## src/hw/rtl/pcsn_pkg.sv

```systemverilog
`timescale 1ns / 1ps
// ----------------------------------------------------------------------------
// pcsn_pkg
// Shared constants and types for the cross-spectrum phase normaliser.
// ----------------------------------------------------------------------------
package pcsn_pkg;

  // Default width of one spectrum component and of the phasor fraction.
  localparam int BIN_BITS_DEF  = 24;
  localparam int FRAC_BITS_DEF = 15;

  // Output phasor parts are always 16-bit two's complement.
  localparam int OUT_W   = 16;
  localparam int SAT_MAX = 32767;

  // Control and flags that travel alongside the arithmetic of one item.
  typedef struct packed {
    logic vld;
    logic last;
    logic zero;
    logic neg_re;
    logic neg_im;
  } pcsn_side_t;

endpackage

```

## src/hw/rtl/pcsn_cell.sv

```systemverilog
`timescale 1ns / 1ps
// ----------------------------------------------------------------------------
// pcsn_cell
// Decides one bit of the rounded ratio. It keeps the residual
// D = a^2*4^(F+1) - (2q-1)^2*P and Z = (2q-1)*P and tries q + 2^K.
// ----------------------------------------------------------------------------
module pcsn_cell
  import pcsn_pkg::*;
#(
  parameter int DW = 8,
  parameter int PW = 4,
  parameter int QW = 2,
  parameter int K  = 0
) (
  input  logic                 clk,
  input  logic                 en,
  input  logic signed [DW-1:0] d_i,
  input  logic signed [DW-1:0] z_i,
  input  logic [PW-1:0]        p_i,
  input  logic [QW-1:0]        q_i,
  output logic signed [DW-1:0] d_o,
  output logic signed [DW-1:0] z_o,
  output logic [PW-1:0]        p_o,
  output logic [QW-1:0]        q_o
);

  logic signed [DW-1:0] p_ext;
  logic signed [DW-1:0] d_try;
  logic                 take;
  logic signed [DW-1:0] d_nxt, z_nxt;
  logic [QW-1:0]        q_nxt;
  logic signed [DW-1:0] d_r, z_r;
  logic [PW-1:0]        p_r;
  logic [QW-1:0]        q_r;

  // Trial residual for the candidate with bit K set.
  always_comb begin
    p_ext = signed'(DW'(p_i));
    d_try = d_i - (z_i <<< (K + 2)) - (p_ext <<< (2*K + 2));
    take  = !d_try[DW-1];
    d_nxt = take ? d_try : d_i;
    z_nxt = take ? (z_i + (p_ext <<< (K + 1))) : z_i;
    q_nxt = take ? (q_i | (QW'(1) << K)) : q_i;
  end

  always_ff @(posedge clk) begin
    if (en) begin
      d_r <= d_nxt;
      z_r <= z_nxt;
      p_r <= p_i;
      q_r <= q_nxt;
    end
  end

  assign d_o = d_r;
  assign z_o = z_r;
  assign p_o = p_r;
  assign q_o = q_r;

endmodule

```

## config.mk

```make
export PLATFORM = sky130hd
export DESIGN_NAME = pcsn_cell
export DESIGN_NICKNAME = d
export VERILOG_FILES = /design/src/hw/rtl/pcsn_pkg.sv /design/src/hw/rtl/pcsn_cell.sv
export SDC_FILE = /design/constraint.sdc
export NUM_CORES = 1
export LEC_CHECK = 0
export BUFFER_PORTS_ARGS = -buffer_cell sky130_fd_sc_hd__buf_4
export CAP_MARGIN = 0
export CELL_PAD_IN_SITES_DETAIL_PLACEMENT = 0
export CELL_PAD_IN_SITES_GLOBAL_PLACEMENT = 1
export CORE_MARGIN = 2
export CORE_UTILIZATION = 41
export CTS_CLUSTER_DIAMETER = 150
export DETAILED_ROUTE_END_ITERATION = 10
export PLACE_DENSITY_LB_ADDON = 0.1
export SYNTH_ARGS = -nofsm -noshare
export SYNTH_HDL_FRONTEND = slang
export SYNTH_SLANG_ARGS = --single-unit
```

## constraint.sdc

```tcl
create_clock -name clk -period 6.5 [get_ports clk]
set_clock_uncertainty 0.1 [all_clocks]
set_input_delay 1.3 -clock clk [delete_from_list [all_inputs] [get_ports clk]]
set_output_delay 1.3 -clock clk [all_outputs]
set_load 0.02 [all_outputs]
```

==> results of run 1 <==
power by group:
group / switching, mW / internal, mW
Clock: 0.0404 / 0.0224
Combinational: 0.106 / 0.0865
Sequential: 0.00646 / 0.193
synth_stat cells:
master | instances | area (um^2)
nor2b_1 | 2 | 12.5
buf_6 | 2 | 22.5
xor2_1 | 3 | 26.3
xnor3_2 | 1 | 23.8
nand3_1 | 1 | 5.00
nor3_1 | 1 | 5.00
mux2_2 | 2 | 22.5
nand2b_1 | 2 | 12.5
inv_1 | 16 | 60.1
fa_1 | 5 | 100
nand2_1 | 4 | 15.0
a22oi_2 | 1 | 12.5
o21ai_1 | 4 | 20.0
a21oi_1 | 8 | 40.0
or2b_1 | 1 | 7.51
or2_2 | 1 | 6.26
edfxtp_1 | 22 | 661
ha_1 | 12 | 150
mux2i_1 | 2 | 20.0
nor2_1 | 8 | 30.0
xnor2_1 | 7 | 61.3
o21ai_0 | 3 | 15.0
a21o_1 | 1 | 7.51
sequential cells by signal, indices dropped and copies added, names as in the netlist:
signal / flops
d_o: 8
q_o: 2
z_o: 8
p_o: 4
per-stage QoR:
stage                     power, mW  hold slack, ns  area (um^2)
final                         0.455            1.06         1730
after global routing          0.487            1.03         1730
after CTS                     0.460            1.06         1730
after detailed placement      0.397            1.39         1710
after global placement        0.395            1.38         1710
after floorplan               0.337            1.30         1340
cell type report:
cell class	count	area (um^2)	share of cell area [%]
flip-flops and latches	22	661	38.1
multi-input cells	69	593	34.2
repair buffers	45	338	19.5
inverters	16	60.1	3.47
well taps	44	55.1	3.18
clock buffers	3	22.5	1.30
clock inverters	1	3.75	0.217
cells by family (layout without fill, tap and decap cells):
logic type	after synthesis	count (layout)	synth area share (%)
AND/OR/NAND/NOR	20	20	7.02
XOR/XNOR	11	11	8.33
multiplexers	4	4	3.18
flip-flops	22	22	49.4
AO/OA/AOI/OAI	17	17	7.12
adder cells (fa/ha/maj)	17	17	18.7
buffers and inverters	18	65	6.18
per-layer routing:
layer / vias up / track usage, % / routed length, um
met5: - / 0 / 0
met4: 0 / 5.59 / 15
met3: 2 / 2.73 / 124
met2: 24 / 22.6 / 1170
met1: 403 / 17.6 / 1090
li1: 464 / - / -
worst max path at each step:
| stage | slack (ns) | endpoint | cells after the start |
|---|---|---|---|
| after CTS | 2.82 | d_o[2] | 8 |
| after detailed placement | 2.48 | d_o[2] | 8 |
| after global placement | 2.54 | d_o[2] | 8 |
| final | 2.84 | q_o[0] | 8 |
| after floorplan | 2.98 | q_o[0] | 7 |
| after global routing | 2.71 | q_o[0] | 8 |
==> summary.txt, run 1 <==
Worst Setup Slack, final: 2.84 ns
P_leak: 0.792 nW
Placed insts: 196
Pre-Repair DR Iteration Count: 5
Worst min path class: input port to flip-flop
Pin count of the biggest net entering global routing: 23
Non-Filler Instances: 200
Largest stage delay, worst path: 0.59 ns
Syn Inst Count: 109
Worst-Margin Slew: 0.413 ns
Critical path class: input port to flip-flop
Mapped Area: 1340 um^2
Setup Slack @ Placement: 2.48 ns
Final setup viols: 0
Unrepaired setup endpoints after global routing: false
CP top delay family: adder cells
Maxcap violations: 0
Clk pin slew, worst setup/hold paths: 0.13 ns
Most common cell after layout, fill and taps aside: buf_4
Min-delay src: q_i[1]
Warnings, synthesis: 0
Peak VDD IR: 0.130 mV
Arr. time, crit path: 3.62 ns
Share of post-route cells with drive strength above 1: 34.0%
Routed len/inst: 12.0 um
First-pass GRT wire length: 3660 um
Distinct cells, synth: 23
Buf+Inv Stages, Crit Path: 2
Commonest cells after routing, fill and taps aside: 45 x buf_4, 22 x edfxtp_1, 16 x inv_1, 12 x ha_1
GPL Wtd Cong: 0.767
Fmax: 273 MHz
Ant diodes: 0
Crit Path Max Fanout: 22
PwrDens: 263 nW/um^2
CP cell instances: buf_4 > inv_1 > fa_1 > ha_1 > o21ai_1 > a22oi_2 > xnor3_2 > or2_2
Hold Path Cell Cnt: 1
GRT Util Overall: 13.7%
Crit path launch: z_i[2]
Root Driver: clkbuf_4
Cts repair resizes: 0
Syn Area/Cell: 12.3 um^2
Final Max Tran Viols: 0
Clock buffer depth: 2
Fill cell count: 276
Synth Net Count: 150
Rel. slew slack: 72.5%
CTS Hold Bufs: 0
Routed wire length: 2400 um
Period utilization: 56.4%
Chip width: 61.1 um
Synthesis-stage register bit count: 22
Slowest cell on crit path: xnor3_2
Final core area utilization: 56.3%
Syn-to-layout area delta: 29.7%
Final #Nets: 198
CTS tree: yes
Hpwl dp: 1890 um
Setup TNS: 0 ns
CTS sink count: 22
TritonCTS buffer count: 3
Crit path required time: 6.46 ns
Hold path endpoint: q_o[1]
Initial Util: 43.4%
Via count: 893
H-tree levels: 1
Number of global-route vias before repair: 877
Post-route minimum period: 3.66 ns
DRC Markers: 0
Std-Cell Rows: 20
DRT iter0 DRCs: 24
IO Count: 46
Sequential share of the synthesized area: 49.4%
Total congestion overflow: 0
Outcome: finished clean
DIE AREA: 3730 um^2
Avg Vias per Cell: 4.47
Worst setup EP type: flip-flop
Final Hold Vio Count: 0
Core area: 3080 um^2
IO Port Bufs: 45
Post-CTS setup buffers: 0
Crit start category: input port
Die H: 61.1 um
Initial antenna violation count: 0
Post-route ant nets: 0
No activity file was read; power rests on OpenSTA's default activity.
==> inputs of run 2 (changes only) <==
--- a/config.mk
+++ b/config.mk
@@ -10,7 +10,7 @@
 export CELL_PAD_IN_SITES_DETAIL_PLACEMENT = 0
 export CELL_PAD_IN_SITES_GLOBAL_PLACEMENT = 1
 export CORE_MARGIN = 2
-export CORE_UTILIZATION = 41
+export CORE_UTILIZATION = 38
 export CTS_CLUSTER_DIAMETER = 150
 export DETAILED_ROUTE_END_ITERATION = 10
 export PLACE_DENSITY_LB_ADDON = 0.1
==> constraint.sdc (replaced) <==
create_clock -name clk -period 3.6 [get_ports clk]
set_clock_uncertainty 0.1 [all_clocks]
set_input_delay 0.72 -clock clk [delete_from_list [all_inputs] [get_ports clk]]
set_output_delay 0.72 -clock clk [all_outputs]
set_load 0.02 [all_outputs]
==> summary.txt, run 2 (synthesis gave the netlist of run 1 again) <==
Outcome: finished clean
Peak VDD IR: 0.191 mV
DRT iter0 DRCs: 39
Crit Path Max Fanout: 18
Period utilization: 84.0%
IO Count: 46
Avg Vias per Cell: 4.52
Initial antenna violation count: 0
CTS tree: yes
Non-Filler Instances: 202
Chip width: 63.3 um
Final #Nets: 199
Hpwl dp: 1980 um
CTS sink count: 22
Ant diodes: 0
Worst-Margin Slew: 0.361 ns
Routed wire length: 2440 um
IO Port Bufs: 45
Arr. time, crit path: 3.00 ns
Final Max Tran Viols: 0
GRT Util Overall: 13.0%
Worst setup EP type: flip-flop
Fill cell count: 319
Clk pin slew, worst setup/hold paths: 0.12 ns
CTS Hold Bufs: 0
Final setup viols: 0
Setup TNS: 0 ns
Crit start category: input port
Share of post-route cells with drive strength above 1: 34.6%
Largest stage delay, worst path: 0.54 ns
First-pass GRT wire length: 3920 um
P_leak: 0.795 nW
Slowest cell on crit path: xnor3_2
Maxcap violations: 0
Hold_ws: 0.483 ns
Std-Cell Rows: 21
Placed cell area: 1720 um^2
Post-route minimum period: 3.03 ns
Number of global-route vias before repair: 887
H-tree levels: 1
Post-CTS setup buffers: 0
Cts repair resizes: 0
DIE AREA: 4010 um^2
Root Driver: clkbuf_4
Clock buffer depth: 2
Pin count of the biggest net entering global routing: 23
GPL Wtd Cong: 0.698
Post-route ant nets: 0
Commonest cells after routing, fill and taps aside: 46 x buf_4, 22 x edfxtp_1, 16 x inv_1, 12 x ha_1
Total congestion overflow: 0
Syn-to-layout area delta: 30.1%
Initial Util: 39.7%
Unrepaired setup endpoints after global routing: false
DRC Markers: 0
Multi-input gate area: 593 um^2
Routed len/inst: 12.1 um
Core area: 3360 um^2
Crit path required time: 3.57 ns
Pre-Repair DR Iteration Count: 4
Worst min path class: input port to flip-flop
CP cell instances: buf_4 > inv_1 > fa_1 > ha_1 > o21ai_0 > a22oi_2 > xnor3_2 > mux2_2
Die H: 63.3 um
Most common cell after layout, fill and taps aside: buf_4
TritonCTS buffer count: 3
Final Hold Vio Count: 0
FF/Latch Area: 661 um^2
Fmax: 331 MHz
Placed insts: 199
Design Area, Final: 1740 um^2
Rel. slew slack: 75.8%
Critical path class: input port to flip-flop
Via count: 913
PwrDens: 475 nW/um^2
run 2: cell type report:
| class | count | share of cell area, % |
|---|---|---|
| Tap cell | 46 | 3.31 |
| Sequential cell | 22 | 38.0 |
| Inverter | 16 | 3.45 |
| Multi-Input combinational cell | 69 | 34.1 |
| Timing Repair Buffer | 46 | 19.9 |
| Clock buffer | 3 | 1.29 |
run 2: final timing paths:
check / start / end / slack [ns] / cells after the start
setup / recovery: z_i[3] / d_o[2] / 0.57 / 8
hold / removal: q_i[1] / q_o[1] / 0.48 / 1
run 2: critical path: cells and delay by family:
kind	cells	cell delay [ns]
buffers and inverters	2	0.20
AOI/OAI and AO/OA	2	0.35
adders and majority gates	2	0.80
muxes	1	0.38
xor gates and xnor gates	1	0.54
run 2: where the power goes:
part           internal, mW  switching [mW]  leakage [nW]
combinational         0.162           0.192         0.566
clock                0.0390          0.0728        0.0138
sequential            0.349          0.0120         0.215
total                 0.550           0.276         0.795
run 2: per-layer routing:
layer / up-vias / GRT usage [%] / part of all wire, %
met3: 2 / 2.86 / 5.9
met5: - / 0 / 0
met1: 426 / 16.8 / 45
met4: 0 / 5.71 / 0.82
met2: 23 / 20.9 / 49
li1: 462 / - / -
run 2: metrics by stage:
step | total power, mW | utilization (%) | setup WS [ns]
floorplan | 0.608 | - | 0.662
global placement | 0.722 | 51.0 | 0.254
detailed placement | 0.727 | 51.0 | 0.217
CTS | 0.838 | 51.7 | 0.553
global route | 0.881 | 51.7 | 0.442
finish | 0.827 | 51.7 | 0.575
